<file path="config.mk">
export PLATFORM = sky130hd
export DESIGN_NAME = debounced_latching_valve_control_top
export DESIGN_NICKNAME = d
export VERILOG_FILES = /design/src/sv/dlvc_pkg.sv /design/src/sv/dlvc_tick.sv /design/src/sv/debounced_latching_valve_control_top.sv
export SDC_FILE = /design/constraint.sdc
export NUM_CORES = 1
export LEC_CHECK = 0
export BUFFER_PORTS_ARGS = -buffer_cell sky130_fd_sc_hd__buf_2
export CAP_MARGIN = 0
export CORE_MARGIN = 2
export CORE_UTILIZATION = 40
export CTS_CLUSTER_DIAMETER = 120
export CTS_CLUSTER_SIZE = 16
export DETAILED_ROUTE_END_ITERATION = 8
export PLACE_DENSITY = 0.55
export SLEW_MARGIN = 20
export SYNTH_ARGS = -nofsm -noshare
export SYNTH_HDL_FRONTEND = slang
export SYNTH_SLANG_ARGS = --single-unit
</file>
<file path="constraint.sdc">
create_clock -name clk -period 9.8 [get_ports clk]
set_clock_uncertainty 0.1 [all_clocks]
set_input_delay 0.98 -clock clk [delete_from_list [all_inputs] [get_ports clk]]
set_output_delay 0.98 -clock clk [all_outputs]
set_load 0.005 [all_outputs]
</file>
<file path="src/sv/dlvc_pkg.sv">
// Shared types and constants for the debounced latching valve controller.
package dlvc_pkg;

	// Register map, word index (byte address bits [4:2])
	typedef enum logic [2:0] {
		REG_VALVE_PULSE     = 3'd0,
		REG_SENSOR_DEBOUNCE = 3'd1,
		REG_SENSOR_ON_LEVEL = 3'd2,
		REG_HB_PERIOD       = 3'd3,
		REG_HB_ON           = 3'd4
	} reg_idx_t;

	localparam int unsigned CFG_W  = 16;
	localparam int unsigned ADDR_W = 5;
	localparam int unsigned DATA_W = 32;

	localparam logic [CFG_W-1:0] RST_VALVE_PULSE     = 16'd50;
	localparam logic [CFG_W-1:0] RST_SENSOR_DEBOUNCE = 16'd50;
	localparam logic             RST_SENSOR_ON_LEVEL = 1'b1;
	localparam logic [CFG_W-1:0] RST_HB_PERIOD       = 16'd1000;
	localparam logic [CFG_W-1:0] RST_HB_ON           = 16'd200;

	// Coil register bit positions
	localparam int unsigned COIL_ON_BIT  = 0;
	localparam int unsigned COIL_OFF_BIT = 1;
	localparam int unsigned POWER_BIT    = 2;

	typedef struct packed {
		logic [CFG_W-1:0] valve_pulse_ms;
		logic [CFG_W-1:0] sensor_debounce_ms;
		logic             sensor_on_level;
		logic [CFG_W-1:0] heartbeat_period_ms;
		logic [CFG_W-1:0] heartbeat_on_ms;
	} cfg_t;

	typedef struct packed {
		logic sensor_stable;
		logic heartbeat_led;
		logic pulse_busy;
		logic valve_open_state;
		logic power_enable;
		logic coil_off_drive;
		logic coil_on_drive;
	} result_t;

endpackage

</file>
<file path="src/sv/dlvc_tick.sv">
// Per-tick state update: coil pulse timer, heartbeat timer and sensor debounce.
module dlvc_tick #(
	parameter int COUNT_WIDTH = 16
) (
	input  logic             clk,
	input  logic             arst_n,
	input  logic             step,
	input  logic             sensor_level,
	input  dlvc_pkg::cfg_t    cfg,
	output dlvc_pkg::result_t res
);
	import dlvc_pkg::*;

	localparam int CMP_W = (COUNT_WIDTH > CFG_W) ? COUNT_WIDTH : CFG_W;
	localparam int PH_W  = (COUNT_WIDTH + 1 > CFG_W) ? COUNT_WIDTH + 1 : CFG_W;

	logic                   start_pending_q, start_pending_d;
	logic                   pulse_active_q, pulse_active_d;
	logic                   want_open_q, want_open_d;
	logic                   want_close_q, want_close_d;
	logic                   valve_state_q, valve_state_d;
	logic [COUNT_WIDTH-1:0] pulse_count_q, pulse_count_d;
	logic [2:0]             coil_q, coil_d;
	logic [COUNT_WIDTH-1:0] tick_phase_q, tick_phase_d;
	logic                   beat_active_q, beat_active_d;
	logic [COUNT_WIDTH-1:0] beat_count_q, beat_count_d;
	logic                   last_level_q;
	logic [COUNT_WIDTH-1:0] stable_count_q, stable_count_d;
	logic [PH_W-1:0]        phase_next;
	logic                   pulse_done, beat_done, stable;

	always_comb begin
		start_pending_d = start_pending_q;
		pulse_active_d  = pulse_active_q;
		want_open_d     = want_open_q;
		want_close_d    = want_close_q;
		valve_state_d   = valve_state_q;
		pulse_count_d   = pulse_count_q;
		coil_d          = coil_q;
		beat_active_d   = beat_active_q;
		beat_count_d    = beat_count_q;
		pulse_done      = 1'b0;
		beat_done       = 1'b0;

		// coil pulse
		if (start_pending_d) begin
			if (want_open_d) begin
				coil_d = 3'b000;
				coil_d[POWER_BIT] = 1'b1;
				coil_d[COIL_ON_BIT] = 1'b1;
				valve_state_d = 1'b1;
			end else if (want_close_d) begin
				coil_d = 3'b000;
				coil_d[POWER_BIT] = 1'b1;
				coil_d[COIL_OFF_BIT] = 1'b1;
				valve_state_d = 1'b0;
			end
			pulse_count_d   = '0;
			start_pending_d = 1'b0;
			pulse_active_d  = 1'b1;
		end
		if (pulse_active_d) begin
			pulse_done = CMP_W'(pulse_count_d) >= CMP_W'(cfg.valve_pulse_ms);
			pulse_count_d = (&pulse_count_d) ? pulse_count_d : pulse_count_d + 1'b1;
			if (pulse_done) begin
				if (want_open_d) begin
					coil_d[COIL_ON_BIT] = 1'b0;
					coil_d[POWER_BIT] = 1'b0;
					want_open_d = 1'b0;
				end else if (want_close_d) begin
					coil_d[COIL_OFF_BIT] = 1'b0;
					coil_d[POWER_BIT] = 1'b0;
					want_close_d = 1'b0;
				end
				pulse_active_d = 1'b0;
			end
		end

		// heartbeat; phase compare is done at least one bit wider than the counter
		phase_next = PH_W'(tick_phase_q) + 1'b1;
		if (phase_next >= PH_W'(cfg.heartbeat_period_ms)) begin
			phase_next = '0;
			beat_active_d = 1'b1;
		end
		tick_phase_d = phase_next[COUNT_WIDTH-1:0];
		if (beat_active_d) begin
			beat_done = CMP_W'(beat_count_d) >= CMP_W'(cfg.heartbeat_on_ms);
			beat_count_d = (&beat_count_d) ? beat_count_d : beat_count_d + 1'b1;
			if (beat_done) begin
				beat_active_d = 1'b0;
				beat_count_d  = '0;
			end
		end

		// sensor debounce
		if (sensor_level != last_level_q)
			stable_count_d = '0;
		else
			stable_count_d = (&stable_count_q) ? stable_count_q : stable_count_q + 1'b1;
		stable = CMP_W'(stable_count_d) > CMP_W'(cfg.sensor_debounce_ms);
		if (stable) begin
			if (sensor_level == cfg.sensor_on_level && !valve_state_d) begin
				want_open_d     = 1'b1;
				want_close_d    = 1'b0;
				pulse_active_d  = 1'b0;
				start_pending_d = 1'b1;
			end else if (sensor_level != cfg.sensor_on_level && valve_state_d) begin
				want_open_d     = 1'b0;
				want_close_d    = 1'b1;
				pulse_active_d  = 1'b0;
				start_pending_d = 1'b1;
			end
		end

		res.coil_on_drive    = coil_d[COIL_ON_BIT];
		res.coil_off_drive   = coil_d[COIL_OFF_BIT];
		res.power_enable     = coil_d[POWER_BIT];
		res.valve_open_state = valve_state_d;
		res.pulse_busy       = start_pending_d | pulse_active_d;
		res.heartbeat_led    = beat_active_d;
		res.sensor_stable    = stable;
	end

	always_ff @(posedge clk or negedge arst_n) begin
		if (!arst_n) begin
			start_pending_q <= 1'b1;
			pulse_active_q  <= 1'b0;
			want_open_q     <= 1'b0;
			want_close_q    <= 1'b1;
			valve_state_q   <= 1'b0;
			pulse_count_q   <= '0;
			coil_q          <= '0;
			tick_phase_q    <= '0;
			beat_active_q   <= 1'b0;
			beat_count_q    <= '0;
			last_level_q    <= RST_SENSOR_ON_LEVEL;
			stable_count_q  <= '0;
		end else if (step) begin
			start_pending_q <= start_pending_d;
			pulse_active_q  <= pulse_active_d;
			want_open_q     <= want_open_d;
			want_close_q    <= want_close_d;
			valve_state_q   <= valve_state_d;
			pulse_count_q   <= pulse_count_d;
			coil_q          <= coil_d;
			tick_phase_q    <= tick_phase_d;
			beat_active_q   <= beat_active_d;
			beat_count_q    <= beat_count_d;
			last_level_q    <= sensor_level;
			stable_count_q  <= stable_count_d;
		end
	end

`ifndef SYNTHESIS
	a_coils_exclusive: assert property (@(posedge clk) disable iff (!arst_n)
		!(coil_q[COIL_ON_BIT] && coil_q[COIL_OFF_BIT]))
		else $error("both coils driven");
	a_power_matches_coil: assert property (@(posedge clk) disable iff (!arst_n)
		coil_q[POWER_BIT] == (coil_q[COIL_ON_BIT] | coil_q[COIL_OFF_BIT]))
		else $error("coil power out of step with coil drive");
	a_want_exclusive: assert property (@(posedge clk) disable iff (!arst_n)
		!(want_open_q && want_close_q))
		else $error("open and close requested together");
	a_pending_not_active: assert property (@(posedge clk) disable iff (!arst_n)
		start_pending_q |-> !pulse_active_q)
		else $error("pulse running while a new one is pending");
	a_beat_count_idle: assert property (@(posedge clk) disable iff (!arst_n)
		(beat_count_q != '0) |-> beat_active_q)
		else $error("heartbeat count left over while LED is off");
`endif

endmodule

</file>
<file path="src/sv/debounced_latching_valve_control_top.sv">
// Top level: tick stream in, per-tick valve/heartbeat status out, APB register port.
// One result transfer comes out for every input transfer (one 1 ms tick each).
// A tick goes through an input register and then the state update into the
// result register, which presents its result. A tick leaves the input
// register whenever the result register is empty or draining, so a new tick
// is taken every cycle as long as the result side keeps up; a stalled result
// side holds both registers. The state update is a handful of counter
// compares and flag updates done combinationally. Registers at byte addresses
// 0x00 valve pulse, 0x04 sensor debounce, 0x08 sensor on-level, 0x0C heartbeat
// period, 0x10 heartbeat on time; write them only while no tick is in flight.
module debounced_latching_valve_control_top #(
	parameter int COUNT_WIDTH = 16
) (
	input  logic                           clk,
	input  logic                           arst_n,
	input  logic                           s_tvalid,
	output logic                           s_tready,
	input  logic [7:0]                     s_tdata,   // [0] sensor_level, [7:1] zero
	output logic                           m_tvalid,
	input  logic                           m_tready,
	// [0] coil_on_drive, [1] coil_off_drive, [2] power_enable, [3] valve_open_state,
	// [4] pulse_busy, [5] heartbeat_led, [6] sensor_stable, [7] zero
	output logic [7:0]                     m_tdata,
	input  logic                           psel,
	input  logic                           penable,
	input  logic                           pwrite,
	input  logic [dlvc_pkg::ADDR_W-1:0]    paddr,
	input  logic [dlvc_pkg::DATA_W-1:0]    pwdata,
	output logic [dlvc_pkg::DATA_W-1:0]    prdata,
	output logic                           pready
);
	import dlvc_pkg::*;

	cfg_t     cfg_q;
	reg_idx_t reg_idx;
	logic     cfg_wr;
	logic     valid_s1, level_s1;
	logic     out_valid_q;
	result_t  res, res_q;
	logic     advance;

	assign pready  = 1'b1;
	assign reg_idx = reg_idx_t'(paddr[ADDR_W-1:2]);
	assign cfg_wr  = psel & penable & pwrite & pready;

	always_ff @(posedge clk or negedge arst_n) begin
		if (!arst_n) begin
			cfg_q.valve_pulse_ms      <= RST_VALVE_PULSE;
			cfg_q.sensor_debounce_ms  <= RST_SENSOR_DEBOUNCE;
			cfg_q.sensor_on_level     <= RST_SENSOR_ON_LEVEL;
			cfg_q.heartbeat_period_ms <= RST_HB_PERIOD;
			cfg_q.heartbeat_on_ms     <= RST_HB_ON;
		end else if (cfg_wr) begin
			unique case (reg_idx)
				REG_VALVE_PULSE:     cfg_q.valve_pulse_ms      <= pwdata[CFG_W-1:0];
				REG_SENSOR_DEBOUNCE: cfg_q.sensor_debounce_ms  <= pwdata[CFG_W-1:0];
				REG_SENSOR_ON_LEVEL: cfg_q.sensor_on_level     <= pwdata[0];
				REG_HB_PERIOD:       cfg_q.heartbeat_period_ms <= pwdata[CFG_W-1:0];
				REG_HB_ON:           cfg_q.heartbeat_on_ms     <= pwdata[CFG_W-1:0];
				default: ;
			endcase
		end
	end

	always_comb begin
		unique case (reg_idx)
			REG_VALVE_PULSE:     prdata = DATA_W'(cfg_q.valve_pulse_ms);
			REG_SENSOR_DEBOUNCE: prdata = DATA_W'(cfg_q.sensor_debounce_ms);
			REG_SENSOR_ON_LEVEL: prdata = DATA_W'(cfg_q.sensor_on_level);
			REG_HB_PERIOD:       prdata = DATA_W'(cfg_q.heartbeat_period_ms);
			REG_HB_ON:           prdata = DATA_W'(cfg_q.heartbeat_on_ms);
			default:             prdata = '0;
		endcase
	end

	// stage 1 moves into the result register when that register is free or draining
	assign advance  = valid_s1 & (~out_valid_q | m_tready);
	assign s_tready = ~valid_s1 | advance;

	always_ff @(posedge clk or negedge arst_n) begin
		if (!arst_n) begin
			valid_s1    <= 1'b0;
			out_valid_q <= 1'b0;
		end else begin
			if (s_tvalid && s_tready)
				valid_s1 <= 1'b1;
			else if (advance)
				valid_s1 <= 1'b0;
			if (advance)
				out_valid_q <= 1'b1;
			else if (m_tready)
				out_valid_q <= 1'b0;
		end
	end

	always_ff @(posedge clk) begin
		if (s_tvalid && s_tready)
			level_s1 <= s_tdata[0];
		if (advance)
			res_q <= res;
	end

	dlvc_tick #(
		.COUNT_WIDTH(COUNT_WIDTH)
	) u_tick (
		.clk          (clk),
		.arst_n       (arst_n),
		.step         (advance),
		.sensor_level (level_s1),
		.cfg          (cfg_q),
		.res          (res)
	);

	assign m_tvalid = out_valid_q;
	assign m_tdata  = {1'b0, res_q.sensor_stable, res_q.heartbeat_led, res_q.pulse_busy,
		res_q.valve_open_state, res_q.power_enable, res_q.coil_off_drive,
		res_q.coil_on_drive};

endmodule

</file>
==> reports/metrics.cfg <==
[pwr]
power_density_nw_per_um2=187.4
p_seq_frac=0.412
intPower_uw=1311
p_clk_frac=0.350
power_frac_comb=0.238
peakVddDrop_v=0.0001173
p_sw_uw=666.1
p_leak_uw=0.004784
switching_share=0.3370

[hold_path]
hold_depth=2
hold_end=u_tick.last_level_q
min_path_type=reg2reg
min_from=u_tick.last_level_q

[placed_design]
gp_congestion=0.7929
dp.cells=1393
dp_slack_ns=5.663
place_area_um2=9930
placement.io_buffers=51
dp_hpwl_um=17030

[floorplanning]
num_rows=56
dieArea_um2=24850
start_util=0.4047
die_w_um=157.6
io_pins=95
fp.coreArea_um2=23330
fp.dieH_um=157.6

[synth]
yosys.area.top_type=dfrtp_1
ys.flop_type=dfrtp_1
syn_avg_cell_area_um2=8.916
ys_types=66
seq_area_frac_synth=0.4017
yosysWarnings=0
syn_area_um2=9442
synth_area_leaders=dfrtp_1 (32%), ha_1 (9.3%), dfstp_2 (5.3%), nand2_1 (4.9%), o21ai_0 (4.7%)
async_flop_share=0.9463
yosys.area.top_type_share=0.3234
synth_common_cells=nand2_1 (123), dfrtp_1 (122), o21ai_0 (88)
synth-seq-cells=149
synth_edf_count=8
yosys.cell_count.top_type=nand2_1
syn_inst=1059

[critical_path]
cp_common_cell=o21ai_0
slowest_delay_ns=0.50
critPathLaunchType=flip-flop
startpoint=u_tick.stable_count_q[3]
reg2reg_slack_ns=5.79
r2r-start=u_tick.stable_count_q[3]
critical_path_required_ns=9.96
r2r_cells=15
path_cells=nand3_2, nor4_4, nand2_2, and2_1, nand4_2, xnor2_1, nor2_1, ha_1, a211oi_1, o21ai_0, a221o_1, o31a_1, o21ai_0, nand2_1, o21ai_0
slowest_stage=dfrtp_1
regToRegEndpoint=m_tdata[4]
critical_path_class=reg2reg
path_max_fanout=8
crit_path_end_kind=flip-flop
arrival_ns=4.17

[sta]
max_slew_margin=0.4012
final-setup-viol-count=0
tightest_slew_ns=0.8981
min_period_over_period=0.4089
fin_crit_ns=4.007
max_freq_mhz=249.6
final.setup.worst_slack_ns=5.793
fin_tns_setup_ns=0
rsz0062_at_grt=false
final_hold_viol_count=0
maxSlewViolCount=0

[grt]
grt_usage=0.1987
grt_max_degree=95
grt-ovfl-total=0
antenna_found_initial=0
grt_pass1_vias=7106
grt_pass1_wl_um=38340

[detailed_routing]
via_count=7371
drt-total-wl_um=23430
vias_per_cell=5.173
drtIter0Drc=414
antenna_left=0
wl_per_cell_um=16.44
dr.pass1.iters=5
drc_errors=0

[final_layout]
final_layout_size_suffix_gt1_frac=0.1510
syn_to_final_growth_pct=11.73
fin_cells=1425
num_antenna_cells=0
fillers=2302
fin_util=0.4521
final_area_um2=10550
fin_nets=1215

[flow_run]
drv_cap=0

[outcome]
run_status=finished, final reports clean

[clock_network]
cts_resized=0
cts_buffers=17
ctsHoldBuffers=0
cts.sinks=149
cts_buffer_depth=2
post-cts-setup-buffers=0
cts_tree=done
cts_htree_levels=4
cts.reportedPaths.clkPinSlew_ns=0.07
cts_root_buf=clkbuf_16
insertion_delay_ns=0.43

per-layer routing:
metal,share of wire,track usage
met5,0,0
met4,0.013,0.04892
met3,0.025,0.02984
met2,0.47,0.3240
met1,0.49,0.2773
critical path: cells and delay by family, from the launching register on:
| kind | cells | cell delay, ns |
|---|---|---|
| compound gates | 6 | 1.35 |
| xor+xnor | 1 | 0.12 |
| fa+ha+maj | 1 | 0.30 |
| flops | 1 | 0.50 |
| simple gates | 7 | 1.46 |
per-stage QoR:
step / hold WS (ns) / power, uW
after detailed placement: 0.3732 / 1299
after global routing: 0.4043 / 2109
after global placement: 0.3694 / 1289
final: 0.3802 / 1977
after CTS: 0.3842 / 1999
after floorplan: 0.3450 / 1138
registers in the layout (all words and copies together), names as in the netlist, 3 cells and up:
| name | cells |
|---|---|
| u_tick.beat_count_q | 16 |
| u_tick.pulse_count_q | 16 |
| u_tick.coil_q | 3 |
| u_tick.stable_count_q | 16 |
| cfg_q | 65 |
| u_tick.tick_phase_q | 16 |
| m_tdata | 7 |
power by group through the flow:
| stage | sequential (uW) | clock, uW | combinational (uW) |
|---|---|---|---|
| 6_report | 815 | 691 | 470 |
| 3_5_place_dp | 824 | 0 | 475 |
| 3_3_place_gp | 822 | 0 | 466 |
| 2_1_floorplan | 800 | 0 | 338 |
| 4_1_cts | 813 | 707 | 479 |
| 5_1_grt | 830 | 735 | 543 |
cell usage in the layout (no fill, tap or decap), types with 5 or more instances in the layout:
master     instances
a211oi_1           5
a21oi_1           64
a31oi_1           14
and2_1             9
and3_1             9
buf_2             50
buf_4              7
clkbuf_16         19
conb_1            18
dfrtp_1          122
dfstp_2           19
edfxtp_1           8
ha_1              70
inv_1             80
inv_6              7
mux2_2            37
mux2i_1           20
nand2_1          123
nand2b_1          14
nand3_1           41
nand4_1           16
nor2_1            68
nor2b_1           18
nor3_1            16
o211ai_1           9
o21a_1             5
o21ai_0           88
o21ai_1           23
o31ai_1           12
or4_1              6
xnor2_1           20
xor2_1            17
how the worst max path moves through the flow:
stage / to
5_1_grt: m_tdata[4]
3_3_place_gp: prdata[6]
3_5_place_dp: prdata[6]
6_report: m_tdata[4]
2_1_floorplan: u_tick.want_close_q
4_1_cts: prdata[7]
logic make-up (layout without fill, tap and decap cells):
| group | after synthesis | after routing | synth area share |
|---|---|---|---|
| DFF | 149 | 149 | 0.4017 |
| muxes | 57 | 57 | 0.06533 |
| adders and majority gates | 70 | 70 | 0.09276 |
| and+or+nand+nor | 352 | 352 | 0.1818 |
| buffers and inverters | 139 | 170 | 0.06427 |
| other | 2 | 18 | 0.0007954 |
| xor gates and xnor gates | 38 | 38 | 0.03525 |
| AOI/OAI and AO/OA | 252 | 252 | 0.1581 |
area by class of cell:
class                      count  area, um2  share of cell area
clock buffer                  19      475.5             0.04507
clock inverter                13      141.4             0.01340
multi-input combinational    787       5126              0.4859
sequential                   149       3792              0.3595
tap                          319      399.1             0.03784
inverter                      80      300.3             0.02847
timing repair buffer          58      314.1             0.02977
Power figures use the tool's default switching activity.
